### src/rtl/core/capw_pkg.sv
// Shared types, register indexes and format constants of the clipped alpha pixel writer.
package capw_pkg;

  localparam int unsigned CFG_IDX_W  = 3;
  localparam int unsigned CFG_DATA_W = 32;

  localparam logic [CFG_IDX_W-1:0] REG_COLOR_MODE  = 3'd0;
  localparam logic [CFG_IDX_W-1:0] REG_DRAW_COLOR  = 3'd1;
  localparam logic [CFG_IDX_W-1:0] REG_CLIP_LEFT   = 3'd2;
  localparam logic [CFG_IDX_W-1:0] REG_CLIP_TOP    = 3'd3;
  localparam logic [CFG_IDX_W-1:0] REG_CLIP_COLS   = 3'd4;
  localparam logic [CFG_IDX_W-1:0] REG_CLIP_ROWS   = 3'd5;
  localparam logic [CFG_IDX_W-1:0] REG_LINE_PIXELS = 3'd6;

  localparam logic [2:0] MODE_RGB444 = 3'd0;
  localparam logic [2:0] MODE_RGB555 = 3'd1;
  localparam logic [2:0] MODE_RGB565 = 3'd2;
  localparam logic [2:0] MODE_BGR565 = 3'd3;
  localparam logic [2:0] MODE_RGB888 = 3'd4;

  localparam logic [2:0]  RST_COLOR_MODE  = MODE_RGB565;
  localparam logic [31:0] RST_DRAW_COLOR  = 32'hFF00_0000;
  localparam logic [15:0] RST_CLIP_LEFT   = 16'd0;
  localparam logic [15:0] RST_CLIP_TOP    = 16'd0;
  localparam logic [14:0] RST_CLIP_COLS   = 15'd320;
  localparam logic [14:0] RST_CLIP_ROWS   = 15'd240;
  localparam logic [11:0] RST_LINE_PIXELS = 12'd320;

  localparam logic [31:0] MASK_444 = 32'h00F0_0F0F;
  localparam logic [31:0] MASK_555 = 32'h03E0_7C1F;
  localparam logic [31:0] MASK_565 = 32'h07E0_F81F;

  typedef struct packed {
    logic signed [15:0] pos_x;
    logic signed [15:0] pos_y;
    logic [23:0]        back_pixel;
  } capw_in_t;

  typedef struct packed {
    logic        write_enable;
    logic [23:0] pixel_index;
    logic [23:0] new_pixel;
  } capw_out_t;

  // Spread mask that leaves headroom above each channel of a 16-bit format.
  function automatic logic [31:0] spread_mask(input logic [2:0] mode);
    logic [31:0] m;
    m = MASK_565;
    if (mode == MODE_RGB444) begin
      m = MASK_444;
    end else if (mode == MODE_RGB555) begin
      m = MASK_555;
    end
    return m;
  endfunction

endpackage

### src/rtl/core/capw_blend.sv
// Color conversion and alpha blend of the drawing color over one background pixel.
module capw_blend (
  input  logic [2:0]  mode,
  input  logic [31:0] draw_color,
  input  logic [23:0] back_pixel,
  output logic [23:0] new_pixel
);

  logic [7:0]  alpha8;
  logic [8:0]  alpha_p8;
  logic [8:0]  alpha_p4;
  logic [5:0]  alpha_q;
  logic [15:0] fg16;
  logic [31:0] mask;
  logic [31:0] fg_sp;
  logic [31:0] bg_sp;
  logic [31:0] diff_sp;
  logic [31:0] prod_sp;
  logic [31:0] shift_sp;
  logic [31:0] sum_sp;
  logic [15:0] pix16;
  logic [23:0] pix24;
  logic        is_444;

  assign alpha8   = draw_color[31:24];
  assign alpha_p8 = {1'b0, alpha8} + 9'd8;
  assign alpha_p4 = {1'b0, alpha8} + 9'd4;
  assign is_444   = (mode == capw_pkg::MODE_RGB444);
  assign alpha_q  = is_444 ? {1'b0, alpha_p8[8:4]} : alpha_p4[8:3];

  always_comb begin
    unique case (mode)
      capw_pkg::MODE_RGB444: fg16 = {4'b0, draw_color[23:20], draw_color[15:12], draw_color[7:4]};
      capw_pkg::MODE_RGB555: fg16 = {1'b0, draw_color[23:19], draw_color[15:11], draw_color[7:3]};
      capw_pkg::MODE_RGB565: fg16 = {draw_color[23:19], draw_color[15:10], draw_color[7:3]};
      default:               fg16 = {draw_color[7:3], draw_color[15:10], draw_color[23:19]};
    endcase
  end

  assign mask     = capw_pkg::spread_mask(mode);
  assign fg_sp    = {fg16, fg16} & mask;
  assign bg_sp    = {back_pixel[15:0], back_pixel[15:0]} & mask;
  assign diff_sp  = fg_sp - bg_sp;
  assign prod_sp  = diff_sp * {26'b0, alpha_q};
  assign shift_sp = is_444 ? (prod_sp >> 4) : (prod_sp >> 5);
  assign sum_sp   = (bg_sp + shift_sp) & mask;
  assign pix16    = sum_sp[15:0] | sum_sp[31:16];

  logic signed [8:0]  ch_diff [3];
  logic signed [17:0] ch_prod [3];
  logic [7:0]         ch_res  [3];

  for (genvar i = 0; i < 3; i++) begin : g_chan
    assign ch_diff[i] = $signed({1'b0, draw_color[8*i +: 8]}) -
                        $signed({1'b0, back_pixel[8*i +: 8]});
    assign ch_prod[i] = ch_diff[i] * $signed({1'b0, alpha8});
    // Arithmetic shift by 8 floors the quotient; only its low byte survives.
    assign ch_res[i]  = back_pixel[8*i +: 8] + ch_prod[i][15:8];
  end

  assign pix24 = (alpha8 == 8'hFF) ? draw_color[23:0] : {ch_res[2], ch_res[1], ch_res[0]};

  // Codes above BGR565 all select the 24-bit format.
  assign new_pixel = (mode > capw_pkg::MODE_BGR565) ? pix24 : {8'b0, pix16};

endmodule

### src/rtl/core/clipped_alpha_pixel_writer.sv
// Top level of the clipped alpha pixel writer: registers, clip test, index and blend.
//
//   Channel  Handshake           Data
//   input    start / busy        in_data   (capw_in_t)
//   result   out_valid           out_data  (capw_out_t)
//   config   cfg_we              cfg_index, cfg_wdata
//
// A word is taken on every cycle with start high; busy is always low.
// Each input word passes through one input register,
// then the clip test, index multiply and blend, then the result register.
// The receiver cannot stall, so the pipeline never holds.
// Synchronous reset clears the valid flags and loads the register defaults.
module clipped_alpha_pixel_writer (
  input  logic                                clk,
  input  logic                                rst_n,
  input  logic                                start,
  output logic                                busy,
  input  capw_pkg::capw_in_t                  in_data,
  output logic                                out_valid,
  output capw_pkg::capw_out_t                 out_data,
  input  logic                                cfg_we,
  input  logic [capw_pkg::CFG_IDX_W-1:0]      cfg_index,
  input  logic [capw_pkg::CFG_DATA_W-1:0]     cfg_wdata
);

  logic [2:0]  color_mode_r;
  logic [31:0] draw_color_r;
  logic [15:0] clip_left_r;
  logic [15:0] clip_top_r;
  logic [14:0] clip_cols_r;
  logic [14:0] clip_rows_r;
  logic [11:0] line_pixels_r;

  always_ff @(posedge clk) begin
    if (!rst_n) begin
      color_mode_r  <= capw_pkg::RST_COLOR_MODE;
      draw_color_r  <= capw_pkg::RST_DRAW_COLOR;
      clip_left_r   <= capw_pkg::RST_CLIP_LEFT;
      clip_top_r    <= capw_pkg::RST_CLIP_TOP;
      clip_cols_r   <= capw_pkg::RST_CLIP_COLS;
      clip_rows_r   <= capw_pkg::RST_CLIP_ROWS;
      line_pixels_r <= capw_pkg::RST_LINE_PIXELS;
    end else if (cfg_we) begin
      unique case (cfg_index)
        capw_pkg::REG_COLOR_MODE:  color_mode_r  <= cfg_wdata[2:0];
        capw_pkg::REG_DRAW_COLOR:  draw_color_r  <= cfg_wdata[31:0];
        capw_pkg::REG_CLIP_LEFT:   clip_left_r   <= cfg_wdata[15:0];
        capw_pkg::REG_CLIP_TOP:    clip_top_r    <= cfg_wdata[15:0];
        capw_pkg::REG_CLIP_COLS:   clip_cols_r   <= cfg_wdata[14:0];
        capw_pkg::REG_CLIP_ROWS:   clip_rows_r   <= cfg_wdata[14:0];
        capw_pkg::REG_LINE_PIXELS: line_pixels_r <= cfg_wdata[11:0];
        default: ;
      endcase
    end
  end

  logic               in_valid_r;
  capw_pkg::capw_in_t in_word_r;

  always_ff @(posedge clk) begin
    if (!rst_n) begin
      in_valid_r <= 1'b0;
    end else begin
      in_valid_r <= start;
    end
  end

  always_ff @(posedge clk) begin
    if (start) begin
      in_word_r <= in_data;
    end
  end

  assign busy = 1'b0;

  logic signed [16:0] pos_x_ext;
  logic signed [16:0] pos_y_ext;
  logic signed [16:0] left_ext;
  logic signed [16:0] top_ext;
  logic signed [16:0] right_edge;
  logic signed [16:0] bottom_edge;
  logic               clip_hit;
  logic [23:0]        row_base;
  logic [23:0]        index_full;
  logic [23:0]        blend_pixel;

  assign pos_x_ext   = {in_word_r.pos_x[15], in_word_r.pos_x};
  assign pos_y_ext   = {in_word_r.pos_y[15], in_word_r.pos_y};
  assign left_ext    = {clip_left_r[15], clip_left_r};
  assign top_ext     = {clip_top_r[15], clip_top_r};
  assign right_edge  = left_ext + $signed({2'b0, clip_cols_r});
  assign bottom_edge = top_ext + $signed({2'b0, clip_rows_r});

  assign clip_hit = (pos_x_ext >= left_ext) && (pos_y_ext >= top_ext) &&
                    (pos_x_ext < right_edge) && (pos_y_ext < bottom_edge);

  assign row_base   = {{8{in_word_r.pos_y[15]}}, in_word_r.pos_y} * {12'b0, line_pixels_r};
  assign index_full = row_base + {{8{in_word_r.pos_x[15]}}, in_word_r.pos_x};

  capw_blend u_blend (
    .mode       (color_mode_r),
    .draw_color (draw_color_r),
    .back_pixel (in_word_r.back_pixel),
    .new_pixel  (blend_pixel)
  );

  logic                out_valid_r;
  capw_pkg::capw_out_t out_word_nxt;
  capw_pkg::capw_out_t out_word_r;

  always_comb begin
    out_word_nxt.write_enable = clip_hit;
    out_word_nxt.pixel_index  = clip_hit ? index_full : 24'd0;
    out_word_nxt.new_pixel    = clip_hit ? blend_pixel : 24'd0;
  end

  always_ff @(posedge clk) begin
    if (!rst_n) begin
      out_valid_r <= 1'b0;
    end else begin
      out_valid_r <= in_valid_r;
    end
  end

  always_ff @(posedge clk) begin
    if (in_valid_r) begin
      out_word_r <= out_word_nxt;
    end
  end

  assign out_valid = out_valid_r;
  assign out_data  = out_word_r;

endmodule

### config.mk
export PLATFORM = sky130hd
export DESIGN_NAME = clipped_alpha_pixel_writer
export DESIGN_NICKNAME = d
export VERILOG_FILES = /design/src/rtl/core/capw_pkg.sv /design/src/rtl/core/capw_blend.sv /design/src/rtl/core/clipped_alpha_pixel_writer.sv
export SDC_FILE = /design/constraint.sdc
export NUM_CORES = 2
export LEC_CHECK = 0
export ABC_CLOCK_PERIOD_IN_PS = 14100
export BUFFER_PORTS_ARGS = -buffer_cell sky130_fd_sc_hd__buf_2
export CORE_ASPECT_RATIO = 0.8
export CORE_MARGIN = 2
export CORE_UTILIZATION = 45
export DETAILED_ROUTE_END_ITERATION = 7
export PLACE_DENSITY = 0.71
export SETUP_SLACK_MARGIN = 0.3
export SLEW_MARGIN = 20
export SYNTH_ARGS = -nofsm -noshare
export SYNTH_HDL_FRONTEND = slang
export SYNTH_SLANG_ARGS = --single-unit
export TNS_END_PERCENT = 20
### constraint.sdc
create_clock -name clk -period 14.1 [get_ports clk]
set_input_delay 2.82 -clock clk [delete_from_list [all_inputs] [get_ports clk]]
set_output_delay 2.82 -clock clk [all_outputs]
set_load 0.02 [all_outputs]
==> out/summary.log <==
INFO  run_status     run_status=finished clean
INFO  drt            via_per_inst=5.32
INFO  logic_synthesis ys_ff_latch=216
INFO  logic_synthesis yosysSeqAreaShare=16.1%
INFO  placed_design  dpl-instance-area=0.0349mm^2
INFO  logic_synthesis synth-warning-count=0
INFO  placed_design  place.port_buffers=144
INFO  global_route   grt_pass1_wl=142mm
INFO  cts            post_cts_resize_count=0
INFO  sta            hold-worst-slack=469ps
INFO  drt            route.detailed.drc=0
INFO  worst_setup_path required=14430ps
INFO  cts            worst_setup_hold_path_clk_slew=70ps
INFO  sta            hold_viol_final=0
INFO  floorplanning  dieHeight=247um
INFO  drt            routed-via-count=26100
INFO  global_route   grt_max_degree=95
INFO  worst_setup_path worst_setup_path_end_kind=flop
INFO  placed_design  dpl_wire_length=69.4mm
INFO  cts            htree_levels=1
INFO  drt            drt_first_iter_violations=1931
INFO  layout         layout.filler_cells=6974
INFO  worst_setup_path worst-r2r-cell-count=37
INFO  global_route   first_global_vias=25900
INFO  logic_synthesis synthesis.nets=4763
INFO  sta            slew_viol_final=0
INFO  drt            detail-route-antenna-nets=0
INFO  sta            report.final.setup_viol=0
INFO  worst_setup_path timing.reg2reg.setup_slack=3090ps
INFO  logic_synthesis post_synth_edffs=105
INFO  cts            clock_network_latency_to_the_later_pin_of_the_worst_skew_pair=600ps
INFO  worst_setup_path crit_path_start_kind=flop
INFO  worst_setup_path r2r-start=color_mode_r[2]
INFO  worst_setup_path endpoint=out_data[10]
INFO  logic_synthesis ys_types=79
INFO  floorplanning  num_io_pins=146
INFO  cts            tritoncts_clock_tree=done
INFO  logic_synthesis async_flop_share=0%
INFO  min_path       hold_class=flop to flop
INFO  drt            wl_per_cell=17.9um
INFO  global_route   grt_overflow=0
INFO  layout         design_area=0.0359mm^2
INFO  worst_setup_path critical-path-slowest-cell=sky130_fd_sc_hd__dfxtp_1
INFO  layout         final_net_count=4827
INFO  logic_synthesis synth_area=0.0333mm^2
INFO  worst_setup_path critPathMaxFanout=29
INFO  sta            fmax=90.9MHz
INFO  layout         finalCoreUtilization=48.8%
INFO  layout         most_used_cells_in_the_layout_excluding_fill_and_tap_cells=654 x sky130_fd_sc_hd__inv_1, 569 x sky130_fd_sc_hd__nand2_1, 451 x sky130_fd_sc_hd__fa_1, 355 x sky130_fd_sc_hd__ha_1, 254 x sky130_fd_sc_hd__nor2_1
INFO  cts            cts-root-to-sink-buffers=3
INFO  layout         seq_area=0.00538mm^2
INFO  cts            cts_setup_buffers=0
INFO  floorplanning  initial_utilization=45.4%
INFO  logic_synthesis synth_flop_cell=sky130_fd_sc_hd__dfxtp_1
INFO  floorplanning  floorplan.die_area=0.0763mm^2
INFO  logic_synthesis number_of_instances_in_the_synthesized_netlist=3862
INFO  cts            cts.hold.buffers_added=0
INFO  worst_setup_path cp_slowest_stage_delay=990ps
INFO  layout         drive_above_1_share=6.18%
INFO  global_route   grt_antenna_before_repair=2
INFO  sta            timing.slew.headroom=29.9%
INFO  drt            drt_first_pass_iters=6
INFO  sta            max_slew.worst_pin.slew=1050ps
INFO  cts            clkSinkCount=216
INFO  sta            totalNegativeSetupSlack=0ps
INFO  floorplanning  floorplan.core_area=0.0735mm^2
INFO  cts            cts_made_buffers=27
INFO  sta            layout_worst_path_cycle_share=78.1%
INFO  logic_synthesis syn_avg_cell_area=8.63um^2
INFO  layout         mostFrequentLayoutCell=sky130_fd_sc_hd__inv_1
INFO  sta            setup_repair_after_global_routing_missed_its_margin=no
INFO  drt            detail_route.wirelength=87.6mm
INFO  worst_setup_path worst-endpoint-arrival=11340ps
INFO  worst_setup_path rr_endpoint=out_data[10]
INFO  floorplanning  placementRows=89
INFO  flow_run       number_of_max_cap_violations=0
INFO  sta            final_period_minus_worst_setup_slack=11010ps
INFO  worst_setup_path worst-setup-path-type=flop to flop
INFO  layout         area_occupied_by_multi_input_gates=0.0250mm^2
INFO  sta            finClkSkew=29.2ps
INFO  cts            root_driver=sky130_fd_sc_hd__clkbuf_16
INFO  placed_design  gp_routability_congestion=0.932
INFO  worst_setup_path critPathLaunch=color_mode_r[2]
INFO  floorplanning  die_wd=308um
INFO  layout         area_growth_syn_to_layout=7.63%
INFO  global_route   globalRouteTotalUtil=23.4%
[metrics by stage]
step / std cells / setup slack (ps)
after floorplan: 3862 / 4520
after global placement: 4852 / 3450
after detailed placement: 4852 / 3260
after CTS: 4902 / 3230
after global routing: 4903 / 2150
final: 4904 / 3090
[Yosys cell counts (3+ instances only)]
cell | count | area share (%)
sky130_fd_sc_hd__xnor2_1 | 145 | 3.8
sky130_fd_sc_hd__fa_1 | 451 | 27
sky130_fd_sc_hd__o21ai_1 | 3 | 0.045
sky130_fd_sc_hd__nor2_1 | 256 | 2.9
sky130_fd_sc_hd__nor2b_1 | 44 | 0.83
sky130_fd_sc_hd__ha_1 | 355 | 13
sky130_fd_sc_hd__o31a_1 | 3 | 0.079
sky130_fd_sc_hd__dfxtp_1 | 111 | 6.7
sky130_fd_sc_hd__a22oi_1 | 10 | 0.23
sky130_fd_sc_hd__a221oi_1 | 3 | 0.079
sky130_fd_sc_hd__a31oi_1 | 8 | 0.15
sky130_fd_sc_hd__a211oi_1 | 14 | 0.32
sky130_fd_sc_hd__nand2_1 | 569 | 6.4
sky130_fd_sc_hd__o31ai_1 | 5 | 0.11
sky130_fd_sc_hd__and3_1 | 10 | 0.19
sky130_fd_sc_hd__inv_1 | 654 | 7.4
sky130_fd_sc_hd__nor4_1 | 4 | 0.075
sky130_fd_sc_hd__a211o_1 | 3 | 0.079
sky130_fd_sc_hd__a21oi_1 | 156 | 2.3
sky130_fd_sc_hd__nor3_1 | 37 | 0.56
sky130_fd_sc_hd__nand4_1 | 17 | 0.32
sky130_fd_sc_hd__clkbuf_1 | 129 | 1.5
sky130_fd_sc_hd__a41o_1 | 4 | 0.12
sky130_fd_sc_hd__o21a_1 | 23 | 0.52
sky130_fd_sc_hd__a21boi_0 | 96 | 2.2
sky130_fd_sc_hd__o41ai_1 | 4 | 0.11
sky130_fd_sc_hd__and4_1 | 5 | 0.13
sky130_fd_sc_hd__a311oi_1 | 4 | 0.11
sky130_fd_sc_hd__nand3_1 | 40 | 0.60
sky130_fd_sc_hd__nand2b_1 | 34 | 0.64
sky130_fd_sc_hd__and2_1 | 198 | 3.7
sky130_fd_sc_hd__o21ai_0 | 88 | 1.3
sky130_fd_sc_hd__a21o_1 | 60 | 1.4
sky130_fd_sc_hd__a31o_2 | 4 | 0.11
sky130_fd_sc_hd__edfxtp_1 | 105 | 9.5
sky130_fd_sc_hd__or2_2 | 11 | 0.21
sky130_fd_sc_hd__o211ai_1 | 9 | 0.20
sky130_fd_sc_hd__o21bai_1 | 42 | 0.95
sky130_fd_sc_hd__buf_1 | 4 | 0.045
sky130_fd_sc_hd__mux2i_1 | 15 | 0.45
sky130_fd_sc_hd__xor2_1 | 60 | 1.6
sky130_fd_sc_hd__o22ai_1 | 6 | 0.11
sky130_fd_sc_hd__or3_1 | 16 | 0.30
[area by class of cell]
cell class / count / area share [%]
tap: 955 / 3.33
inverter: 654 / 6.84
antenna: 2 / 0.0140
multi-input combinational: 2857 / 69.7
clock buffer: 39 / 2.22
clock inverter: 11 / 0.366
sequential: 216 / 15.0
timing repair buffer: 170 / 2.55
[how the worst min path moves through the flow]
stage,from,end,slack (ps),depth (start not counted)
after global routing,clip_cols_r[6],clip_cols_r[6],500,2
after floorplan,clip_left_r[15],clip_left_r[15],440,2
final,clip_top_r[15],clip_top_r[15],470,2
after global placement,clip_top_r[15],clip_top_r[15],460,2
after detailed placement,clip_top_r[15],clip_top_r[15],470,2
after CTS,clip_top_r[15],clip_top_r[15],480,2
[registers in the layout (all words and copies together) (netlist names)]
| register | flops |
|---|---|
| clip_top_r | 16 |
| out_valid | 1 |
| clip_left_r | 16 |
| out_data | 49 |
| color_mode_r | 3 |
| clip_cols_r | 15 |
| in_word_r | 56 |
| line_pixels_r | 12 |
| draw_color_r | 32 |
| in_valid_r | 1 |
| clip_rows_r | 15 |
[cell families (layout without fill, tap and decap cells)]
logic type               after synthesis  after routing  share of synthesized area, %
XOR/XNOR                             205            205                          5.39
multiplexers                          16             16                         0.484
AO/OA/AOI/OAI                        577            577                          11.5
flip-flops                           216            216                          16.1
buffers and inverters                789            874                          8.92
AND/OR/NAND/NOR                     1252           1252                          17.1
adder cells (fa/ha/maj)              806            806                          40.4
other                                  1              3                        0.0113
[per-layer routing]
metal	track usage [%]	wire length [um]	up-vias
li1	-	-	12400
met1	34.8	41000	12700
met2	35.3	37600	845
met3	4.09	6940	118
met4	5.41	2080	2
met5	0	12	-
[worst max-delay path, delay by kind of cell (launching register included)]
family / cells / cell delay [ps]
AOI/OAI and AO/OA: 15 / 3030
adders and majority gates: 6 / 2540
and+or+nand+nor: 10 / 2420
DFF: 1 / 990
xor gates and xnor gates: 3 / 900
buffers and inverters: 3 / 870
Power is left out: the tool's default activity adds up to more than one toggle a clock period on the data nets, which glitch-free logic cannot reach.
